===== src/rtl/mm_pkg.sv =====
// Shared types and constants for the fixed-point matrix multiplier.
package mm_pkg;

  // Operation codes carried by an input item.
  localparam logic [1:0] OP_WRITE_A = 2'd0;
  localparam logic [1:0] OP_WRITE_B = 2'd1;
  localparam logic [1:0] OP_COMPUTE = 2'd2;

  // Configuration register indexes.
  localparam logic [1:0] REG_A_ROWS    = 2'd0;
  localparam logic [1:0] REG_INNER_DIM = 2'd1;
  localparam logic [1:0] REG_B_COLS    = 2'd2;

  // Widths of the configuration port.
  localparam int CFG_IDX_W  = 2;
  localparam int CFG_DATA_W = 4;

  // Register reset value shared by all three dimensions.
  localparam logic [CFG_DATA_W-1:0] DIM_RESET = 4'd8;

  // Accumulator width and its saturation bounds (plus and minus 2^62).
  localparam int ACC_W = 64;
  localparam logic signed [ACC_W:0] ACC_HI = 65'sh4000_0000_0000_0000;
  localparam logic signed [ACC_W:0] ACC_LO = -65'sh4000_0000_0000_0000;

  // Bounds of the signed 32-bit result range.
  localparam logic signed [ACC_W-1:0] RES_MAX = 64'sh0000_0000_7FFF_FFFF;
  localparam logic signed [ACC_W-1:0] RES_MIN = -64'sh0000_0000_8000_0000;

  // One input item.
  typedef struct packed {
    logic [1:0]         op;
    logic [2:0]         row_index;
    logic [2:0]         col_index;
    logic signed [15:0] element;
  } in_item_t;

  // One result item.
  typedef struct packed {
    logic [2:0]         out_row;
    logic [2:0]         out_col;
    logic signed [31:0] product_value;
    logic               last;
  } out_item_t;

endpackage


===== src/rtl/matrix_multiply_top.sv =====
// Matrix multiplier top level: element stores, MAC sequencer and output register.
//
//   channel  direction  handshake          payload
//   in_      input      in_valid/in_stall   mm_pkg::in_item_t (op, row, col, element)
//   out_     output     out_valid/out_stall mm_pkg::out_item_t (row, col, value, last)
//   cfg_     input      cfg_we              cfg_index, cfg_wdata (4 bits)
//
// A write item (op 0 or 1) writes one memory entry.
// A compute item produces a_rows * b_cols product elements in turn: each product
// element issues inner_dim reads on the single read port of each store, then waits
// for the read and multiply registers and then loads the output register.
// With inner_dim zero it only loads the output register. Output stalls hold the load.
// Synchronous active-low reset; the stores hold no reset and no clearing pass runs.
// in_stall is high while a compute runs; items are taken again once it ends.
module matrix_multiply_top #(
  parameter int MAX_DIM    = 8,
  parameter int DATA_WIDTH = 16
) (
  input  logic                           clk,
  input  logic                           rst_n,
  input  logic                           in_valid,
  output logic                           in_stall,
  input  mm_pkg::in_item_t               in_data,
  output logic                           out_valid,
  input  logic                           out_stall,
  output mm_pkg::out_item_t              out_data,
  input  logic                           cfg_we,
  input  logic [mm_pkg::CFG_IDX_W-1:0]   cfg_index,
  input  logic [mm_pkg::CFG_DATA_W-1:0]  cfg_wdata
);

  localparam int DEPTH = MAX_DIM * MAX_DIM;
  localparam int AW    = (DEPTH > 1) ? $clog2(DEPTH) : 1;
  localparam int IW    = (MAX_DIM > 1) ? $clog2(MAX_DIM) : 1;
  localparam int DW    = DATA_WIDTH;
  localparam int LW    = 7;

  localparam logic [1:0] ST_IDLE   = 2'd0;
  localparam logic [1:0] ST_ISSUE  = 2'd1;
  localparam logic [1:0] ST_DRAIN  = 2'd2;
  localparam logic [1:0] ST_FINISH = 2'd3;

  localparam logic [mm_pkg::CFG_DATA_W-1:0] MAX_DIM_C = mm_pkg::CFG_DATA_W'(MAX_DIM);

  // Element stores.
  logic [DW-1:0] mem_a [DEPTH];
  logic [DW-1:0] mem_b [DEPTH];

  logic [mm_pkg::CFG_DATA_W-1:0] a_rows_r, inner_dim_r, b_cols_r;
  logic [mm_pkg::CFG_DATA_W-1:0] m_r, n_r, p_r, m_nxt, n_nxt, p_nxt;
  logic [1:0]    state_r, state_nxt;
  logic [IW-1:0] i_r, j_r, k_r, i_nxt, j_nxt, k_nxt;
  logic signed [DW-1:0] rd_a_r, rd_b_r;
  logic          rd_v_r, rd_last_r;
  logic signed [2*DW-1:0] prod_full;
  logic signed [mm_pkg::ACC_W-1:0] prod_r, acc_r, acc_nxt;
  logic          prod_v_r, prod_last_r;
  logic signed [mm_pkg::ACC_W:0] acc_sum, acc_sat;
  logic          out_valid_r, out_valid_nxt;
  mm_pkg::out_item_t out_data_r, out_data_nxt;
  logic [31:0]   elem_ext;
  logic [LW-1:0] wr_lin, rd_a_lin, rd_b_lin;
  logic          in_take, wr_ok, issue, last_k, last_i, last_j, out_free, load_out;
  logic signed [31:0] res_sat;

  // Dimension actually used: register value limited to MAX_DIM.
  function automatic logic [mm_pkg::CFG_DATA_W-1:0] dim_of(
    input logic [mm_pkg::CFG_DATA_W-1:0] v
  );
    return (v > MAX_DIM_C) ? MAX_DIM_C : v;
  endfunction

  assign in_stall  = (state_r != ST_IDLE);
  assign in_take   = in_valid && !in_stall;
  assign out_valid = out_valid_r;
  assign out_data  = out_data_r;

  // Configuration registers.
  always_ff @(posedge clk) begin
    if (!rst_n) begin
      a_rows_r    <= mm_pkg::DIM_RESET;
      inner_dim_r <= mm_pkg::DIM_RESET;
      b_cols_r    <= mm_pkg::DIM_RESET;
    end else if (cfg_we) begin
      if (cfg_index == mm_pkg::REG_A_ROWS)    a_rows_r    <= cfg_wdata;
      if (cfg_index == mm_pkg::REG_INNER_DIM) inner_dim_r <= cfg_wdata;
      if (cfg_index == mm_pkg::REG_B_COLS)    b_cols_r    <= cfg_wdata;
    end
  end

  // Write path: elements are taken as unsigned 16-bit values and cut to the store width.
  assign elem_ext = {16'b0, in_data.element};
  assign wr_ok    = ({1'b0, in_data.row_index} < MAX_DIM_C) &&
                    ({1'b0, in_data.col_index} < MAX_DIM_C);
  assign wr_lin   = LW'(in_data.row_index) * LW'(MAX_DIM) + LW'(in_data.col_index);

  always_ff @(posedge clk) begin
    if (in_take && wr_ok && (in_data.op == mm_pkg::OP_WRITE_A)) begin
      mem_a[wr_lin[AW-1:0]] <= elem_ext[DW-1:0];
    end
    if (in_take && wr_ok && (in_data.op == mm_pkg::OP_WRITE_B)) begin
      mem_b[wr_lin[AW-1:0]] <= elem_ext[DW-1:0];
    end
  end

  // Read path: A walks along row i, B walks down column j.
  assign rd_a_lin = LW'(i_r) * LW'(MAX_DIM) + LW'(k_r);
  assign rd_b_lin = LW'(k_r) * LW'(MAX_DIM) + LW'(j_r);

  always_ff @(posedge clk) begin
    rd_a_r <= mem_a[rd_a_lin[AW-1:0]];
    rd_b_r <= mem_b[rd_b_lin[AW-1:0]];
  end

  // Multiply stage.
  assign prod_full = rd_a_r * rd_b_r;

  always_ff @(posedge clk) begin
    prod_r <= mm_pkg::ACC_W'(prod_full);
  end

  // Accumulate with saturation at plus and minus 2^62.
  assign acc_sum = (mm_pkg::ACC_W + 1)'(acc_r) + (mm_pkg::ACC_W + 1)'(prod_r);
  always_comb begin
    priority if (acc_sum > mm_pkg::ACC_HI) begin
      acc_sat = mm_pkg::ACC_HI;
    end else if (acc_sum < mm_pkg::ACC_LO) begin
      acc_sat = mm_pkg::ACC_LO;
    end else begin
      acc_sat = acc_sum;
    end
  end

  // Final saturation to the signed 32-bit range.
  always_comb begin
    priority if (acc_r > mm_pkg::RES_MAX) begin
      res_sat = 32'(mm_pkg::RES_MAX);
    end else if (acc_r < mm_pkg::RES_MIN) begin
      res_sat = 32'(mm_pkg::RES_MIN);
    end else begin
      res_sat = acc_r[31:0];
    end
  end

  assign issue    = (state_r == ST_ISSUE);
  assign last_k   = ((mm_pkg::CFG_DATA_W'(k_r) + 4'd1) == n_r);
  assign last_i   = ((mm_pkg::CFG_DATA_W'(i_r) + 4'd1) == m_r);
  assign last_j   = ((mm_pkg::CFG_DATA_W'(j_r) + 4'd1) == p_r);
  assign out_free = !out_valid_r || !out_stall;
  assign load_out = (state_r == ST_FINISH) && out_free;

  // Sequencer over product elements and the inner dimension.
  always_comb begin
    state_nxt     = state_r;
    i_nxt         = i_r;
    j_nxt         = j_r;
    k_nxt         = k_r;
    m_nxt         = m_r;
    n_nxt         = n_r;
    p_nxt         = p_r;
    acc_nxt       = acc_r;
    out_valid_nxt = out_valid_r && out_stall;
    out_data_nxt  = out_data_r;

    if (prod_v_r) begin
      acc_nxt = mm_pkg::ACC_W'(acc_sat);
    end

    unique case (state_r)
      ST_IDLE: begin
        if (in_take && (in_data.op == mm_pkg::OP_COMPUTE)) begin
          m_nxt   = dim_of(a_rows_r);
          n_nxt   = dim_of(inner_dim_r);
          p_nxt   = dim_of(b_cols_r);
          i_nxt   = '0;
          j_nxt   = '0;
          k_nxt   = '0;
          acc_nxt = '0;
          if ((m_nxt == '0) || (p_nxt == '0)) begin
            state_nxt = ST_IDLE;
          end else if (n_nxt == '0) begin
            state_nxt = ST_FINISH;
          end else begin
            state_nxt = ST_ISSUE;
          end
        end
      end
      ST_ISSUE: begin
        if (last_k) begin
          state_nxt = ST_DRAIN;
        end else begin
          k_nxt = k_r + 1'b1;
        end
      end
      ST_DRAIN: begin
        if (prod_v_r && prod_last_r) begin
          state_nxt = ST_FINISH;
        end
      end
      ST_FINISH: begin
        if (out_free) begin
          out_valid_nxt              = 1'b1;
          out_data_nxt.out_row       = 3'(i_r);
          out_data_nxt.out_col       = 3'(j_r);
          out_data_nxt.product_value = res_sat;
          out_data_nxt.last          = last_i && last_j;
          acc_nxt                    = '0;
          k_nxt                      = '0;
          if (last_j) begin
            j_nxt = '0;
            i_nxt = i_r + 1'b1;
          end else begin
            j_nxt = j_r + 1'b1;
          end
          if (last_i && last_j) begin
            state_nxt = ST_IDLE;
          end else if (n_r == '0) begin
            state_nxt = ST_FINISH;
          end else begin
            state_nxt = ST_ISSUE;
          end
        end
      end
      default: begin
        state_nxt = ST_IDLE;
      end
    endcase
  end

  // Control registers.
  always_ff @(posedge clk) begin
    if (!rst_n) begin
      state_r     <= ST_IDLE;
      rd_v_r      <= 1'b0;
      prod_v_r    <= 1'b0;
      out_valid_r <= 1'b0;
    end else begin
      state_r     <= state_nxt;
      rd_v_r      <= issue;
      prod_v_r    <= rd_v_r;
      out_valid_r <= out_valid_nxt;
    end
  end

  // Datapath and counter registers.
  always_ff @(posedge clk) begin
    rd_last_r   <= last_k;
    prod_last_r <= rd_last_r;
    acc_r       <= acc_nxt;
    i_r         <= i_nxt;
    j_r         <= j_nxt;
    k_r         <= k_nxt;
    m_r         <= m_nxt;
    n_r         <= n_nxt;
    p_r         <= p_nxt;
    if (load_out) begin
      out_data_r <= out_data_nxt;
    end
  end

endmodule


===== config.mk =====
export PLATFORM = sky130hd
export DESIGN_NAME = matrix_multiply_top
export DESIGN_NICKNAME = d
export VERILOG_FILES = /design/src/rtl/mm_pkg.sv /design/src/rtl/matrix_multiply_top.sv
export SDC_FILE = /design/constraint.sdc
export NUM_CORES = 2
export LEC_CHECK = 0
export BUFFER_PORTS_ARGS = -buffer_cell sky130_fd_sc_hd__buf_2
export CAP_MARGIN = 20
export CELL_PAD_IN_SITES_DETAIL_PLACEMENT = 0
export CELL_PAD_IN_SITES_GLOBAL_PLACEMENT = 1
export CORE_ASPECT_RATIO = 1.75
export CORE_MARGIN = 2
export CORE_UTILIZATION = 40
export CTS_CLUSTER_SIZE = 28
export DETAILED_ROUTE_END_ITERATION = 10
export GPL_ROUTABILITY_DRIVEN = 0
export PLACE_DENSITY_LB_ADDON = 0.1
export REMOVE_ABC_BUFFERS = 1
export SKIP_LAST_GASP = 1
export SLEW_MARGIN = 20
export SYNTH_ARGS = -nofsm -noshare
export SYNTH_HDL_FRONTEND = slang
export SYNTH_SLANG_ARGS = --single-unit

===== constraint.sdc =====
create_clock -name clk -period 6.74 [get_ports clk]
set_input_delay 1.348 -clock clk [delete_from_list [all_inputs] [get_ports clk]]
set_output_delay 1.348 -clock clk [all_outputs]
set_load 0.01 [all_outputs]

## Yosys cells after proc, flatten, opt, wreduce, memory -nomap -nowiden

Memory sizes are Yosys's and may differ from the RTL's. A register that Yosys moved wholly into a read port is not among the register bits.
Index checks and enable logic that the tools add are counted.
W data, S select, Z words.

| word-level totals | value |
|---|---|
| bits in registers | 175 |
| memory bits (writable) | 2048 |
| input port bits | 35 |
| output and inout bits | 41 |
| memories kept | 2 |

Memories:

| memory | words | width | read ports | clocked after Yosys merged registers in | wr ports | RTL line | text |
|---|---|---|---|---|---|---|---|
| mem_a | 64 | 16 | 1 | 1 | 1 | matrix_multiply_top.sv:46 | `logic [DW-1:0] mem_a [DEPTH];` |
| mem_b | 64 | 16 | 1 | 1 | 1 | matrix_multiply_top.sv:47 | `logic [DW-1:0] mem_b [DEPTH];` |

| operators by class | value |
|---|---|
| add/sub/neg operators | 10 |
| multiply operators | 1 |
| order comparisons | 7 |
| equal/unequal tests | 16 |
| muxes and demuxes | 35 |
| reductions and logical operators | 32 |

Operators by type and width:

| operator | number |
|---|---|
| $mux W64 | 5 |
| $pmux W64 S2 | 1 |
| $add A64 B32 Y65 | 1 |
| $gt A65 B64 Y1 const B | 1 |
| $lt A65 B63 Y1 const B | 1 |
| $gt A64 B32 Y1 const B | 1 |
| $lt A64 B32 Y1 const B | 1 |
| $mul A16 B16 Y32 | 1 |
| $mux W32 | 1 |
| $mux W3 | 7 |
| $add A6 B3 Y6 | 3 |
| $logic_not A4 Y1 | 4 |
| $mux W2 | 8 |
| $add A3 B1 Y4 const B | 3 |
| $eq A4 B4 Y1 | 3 |
| $gt A4 B4 Y1 const B | 3 |
| $mux W4 | 3 |
| $pmux W3 S2 | 2 |
| $reduce_and A4 Y1 | 3 |
| $ne A2 B2 Y1 const B | 5 |
| $add A3 B1 Y3 const B | 3 |
| $pmux W3 S3 | 1 |
| $eq A2 B2 Y1 const B | 4 |
| $logic_and A1 B1 Y1 | 8 |
| other kinds (11) | 28 |

## Depth between registers and ports, before layout

| depth | value |
|---|---|
| depth after elaboration | 7 |
| depth in mapped cells | 26 |
| mapped depth without buffers | 25 |

## Worst setup path before layout

Ideal clock, no wire load.

| path | value |
|---|---|
| path type | flip-flop to flip-flop |
| from | register rd_b_r[7], read port of mem_b |
| to | register prod_r[31] (netlist name) |
| library setup time | 121 ps |
| data arrival time | 6044 ps |
| required time | 6619 ps |
| setup slack | 575 ps |
| cell stages (with the launch flop) | 25 |
| clock period less this slack | 6165 ps |
| cells stage by stage | dfxtp_1 -> clkbuf_1 -> nand2_1 -> fa_1 -> inv_1 -> fa_1 -> inv_1 -> fa_1 -> inv_1 -> fa_1 -> fa_1 -> inv_1 -> fa_1 -> inv_1 -> ha_1 -> nand3_1 -> or4b_2 -> a21oi_1 -> o2111ai_1 -> nand3_1 -> a31oi_1 -> a21oi_1 -> a21oi_1 -> o21ba_2 -> xnor2_1 |

| between the ends | value |
|---|---|
| cells in the longest elaborated chain, start to end | 1 |

Ends and longest elaborated chain:

| element | RTL line | text |
|---|---|---|
| from (decl) | matrix_multiply_top.sv:53 | `logic signed [DW-1:0] rd_a_r, rd_b_r;` |
| $mul A16 B16 Y32 | matrix_multiply_top.sv:116 | `assign prod_full = rd_a_r * rd_b_r;` |
| via prod_full[31] | matrix_multiply_top.sv:55 | `logic signed [2*DW-1:0] prod_full;` |

The timed path passes the listed nets, and every way through them passes these cells.
A chain may end at the register's enable or synchronous reset.

## Worst setup path in the final report

| path | value |
|---|---|
| from | register rd_a_r[11], read port of mem_a |
| to | register prod_r[31] (netlist name) |

| between the ends | value |
|---|---|
| cells in the longest elaborated chain, start to end | 1 |

Ends and longest elaborated chain:

| element | RTL line |
|---|---|
| from (decl) | matrix_multiply_top.sv:53 |
| $mul A16 B16 Y32 | matrix_multiply_top.sv:116 |
| via prod_full[31] | matrix_multiply_top.sv:55 |

The timed path passes the listed nets, and every way through them passes these cells.

==> results.txt <==
Vias -> 51400
CP Capture Type -> register
Status -> complete, no violations
CTS max path bufs -> 4
Die area -> 252000 um^2
Synth top area cells -> edfxtp_1 64%, mux4_2 11%, fa_1 5.3%, dfxtp_1 3.0%, mux2i_1 2.1%
R2R depth -> 23
CORE AREA -> 247000 um^2
Max FO, Critical Path -> 16
R2R setup slack -> 0.33 ns
Final ANT Viol Nets -> 0
DR iter-0 viols -> 3175
Crit path capture -> prod_r[31]
CTS tree -> done
Initial antenna violation count -> 21
Overflow after GRT -> 0
Worst-margin pin slew -> 1.08 ns
Hold buffer count at cts -> 0
Final slew viol count -> 0
Seq/Total Area, Yosys -> 0.667
GRT Total Usage -> 0.215
CTS Buf Count -> 213
Period minus WS final -> 6.41 ns
Dpl hpwl -> 183000 um
Nets -> 6456
Initial Util -> 0.401
RSZ-0062 raised after global routing -> no
Wirelength per Cell -> 28.7 um
Vias per Instance -> 5.41
Remaining DRCs -> 0
CTS HTree Levels -> 4
Die Span Y -> 663 um
Skew-Pair Late Insertion Delay -> 0.88 ns
Crit start category -> register
Most common cell in the netlist -> edfxtp_1
Layout cells sized above 1 -> 0.201
Worst Path Required -> 7.46 ns
Worst min path class -> register to register
Hold depth -> 0
Row count -> 242
Fmax -> 156 MHz
Yosys warns -> 0
Worst path arrival time -> 7.13 ns
Top FF cell, synth -> edfxtp_1
Synth unique cells -> 78
Kind of critical path -> register to register
Layout Area Growth over Synthesis -> 12.5%
CTS sink count -> 2255
I/O Buffers -> 75
Mapped Area -> 99300 um^2
Post-CTS setup buffer count -> 0
Setup crit start -> rd_a_r[11]
Root buffer cell -> clkbuf_16
Post-synth top cells -> 2108 x edfxtp_1, 480 x mux4_2, 384 x nand2_1
Initial DRT Pass Iterations -> 7
Final hold slack -> 0.342 ns
R2r endpoint -> prod_r[31]
Worst-path clk slew -> 0.07 ns
Post-Syn Instances -> 5740
Yosys reg bits -> 2255
Setup Viol. Count Final -> 0
First-pass GRT wire length -> 394000 um
Die width -> 381 um
Period utilization -> 0.951
Largest net degree at the start of global routing -> 131
Mean Syn Cell Area -> 17.3 um^2
IO Pins -> 76
Synth top area share -> 0.638
Async SR Flop Fraction -> 0
Synth area leader -> edfxtp_1
Fin Clk Skew -> 0.0414 ns
Post-synth EDFFs -> 2108
Final Hold Violating Endpoints -> 0
Number of global-route vias before repair -> 55200
Post-Route WL -> 272000 um
Worst R2R Start -> rd_a_r[11]
Slew headroom -> 0.281
# Max-Cap Violations -> 0
how the worst min path moves through the flow:
stage | start | to | slack, ns
6_report | rd_last_r | prod_last_r | 0.34
2_1_floorplan | rd_last_r | prod_last_r | 0.31
4_1_cts | rd_last_r | prod_last_r | 0.34
3_3_place_gp | rd_last_r | prod_last_r | 0.31
5_1_grt | rd_last_r | prod_last_r | 0.36
3_5_place_dp | rd_last_r | prod_last_r | 0.32
critical path, cell delays in order, from the launching register on:
cell and delay, ns:
dfxtp_1 0.33, buf_12 0.15, and2_1 0.16, fa_1 0.53, inv_1 0.05, fa_1 0.45
fa_1 0.51, inv_1 0.05, fa_1 0.51, fa_1 0.52, inv_1 0.06, fa_1 0.48
inv_1 0.04, ha_1 0.31, nand3_1 0.12, or4b_2 0.76, a21oi_4 0.20, o2111ai_2 0.17
nand3_2 0.16, a31oi_4 0.11, a21oi_2 0.17, a21oi_1 0.08, o21ba_2 0.20, xnor2_1 0.12
placed cells by master (no fill, tap or decap), types with 25 or more instances in the layout:
| master | instances |
|---|---|
| edfxtp_1 | 2108 |
| mux4_2 | 480 |
| nand2_1 | 383 |
| inv_1 | 313 |
| fa_1 | 263 |
| buf_4 | 253 |
| nor2_1 | 220 |
| clkbuf_16 | 215 |
| a21oi_1 | 210 |
| mux2i_1 | 206 |
| ha_1 | 153 |
| dfxtp_1 | 143 |
| and2_1 | 140 |
| o21ai_0 | 120 |
| xnor2_1 | 66 |
| o22ai_1 | 66 |
| o221ai_1 | 65 |
| mux2_2 | 65 |
| buf_2 | 59 |
| clkbuf_1 | 56 |
| clkinv_1 | 54 |
| diode_2 | 35 |
| o41ai_2 | 35 |
| xor2_1 | 33 |
| nor2b_1 | 32 |
| nand4_1 | 26 |
| a21o_1 | 26 |
| nor3_1 | 26 |
| buf_12 | 26 |
| nand3_1 | 25 |
through the flow:
step                setup TNS, ns  instance area [um^2]  cells  utilization  worst slack, ns
floorplan                 -375.86                 98100   5452            -            -8.20
global placement                0                105000   9082        0.424           0.0592
detailed placement              0                105000   9083        0.425           0.0197
CTS                             0                111000   9457        0.451           0.0252
global route                    0                112000   9485        0.451           0.0280
finish                          0                112000   9493        0.451            0.333
timing repair:
item,4_1_cts,5_1_grt
endpoints found under the setup margin,1,6
resized for setup,1,17
pin swaps,0,0
routing by layer:
| metal | part of all wire | vias to the layer above | global-route usage | routed length, um |
|---|---|---|---|---|
| li1 | - | 22800 | - | - |
| met1 | 0.36 | 27300 | 0.234 | 97000 |
| met2 | 0.57 | 953 | 0.420 | 155000 |
| met3 | 0.032 | 409 | 0.0231 | 8610 |
| met4 | 0.043 | 6 | 0.0871 | 11700 |
| met5 | 0.00014 | - | 0 | 38 |
kinds of logic (layout without fill, tap and decap cells):
family | Yosys count | after routing | share of synthesized area
buffers and inverters | 601 | 1025 | 0.0233
adder cells (fa/ha/maj) | 416 | 416 | 0.0723
flip-flops | 2255 | 2255 | 0.667
multiplexers | 752 | 752 | 0.137
XOR/XNOR | 100 | 100 | 0.00890
AND/OR/NAND/NOR | 940 | 940 | 0.0437
AO/OA/AOI/OAI | 676 | 676 | 0.0472
other | 0 | 35 | 0
sequential cells by signal (all words and copies together), names as in the netlist, 4 cells and up:
name and count:
a_rows_r 4, acc_r 64, b_cols_r 4, inner_dim_r 4
m_r 4, mem_a 1024, mem_b 1024, n_r 4
out_data 39, p_r 4, prod_r 32, rd_a_r 16
rd_b_r 16
area by class of cell:
class	instances	area, um^2
fillers	21500	136000
flip-flops and latches	2255	66200
multi-input cells	2884	30800
clock buffers	272	5600
well taps	3294	4120
repair buffers	338	2720
inverters	313	1170
clock inverters	102	826
diodes	35	87.6
Power is left out: the tool's default activity adds up to more than one toggle a clock period on the data nets, which glitch-free logic cannot reach.
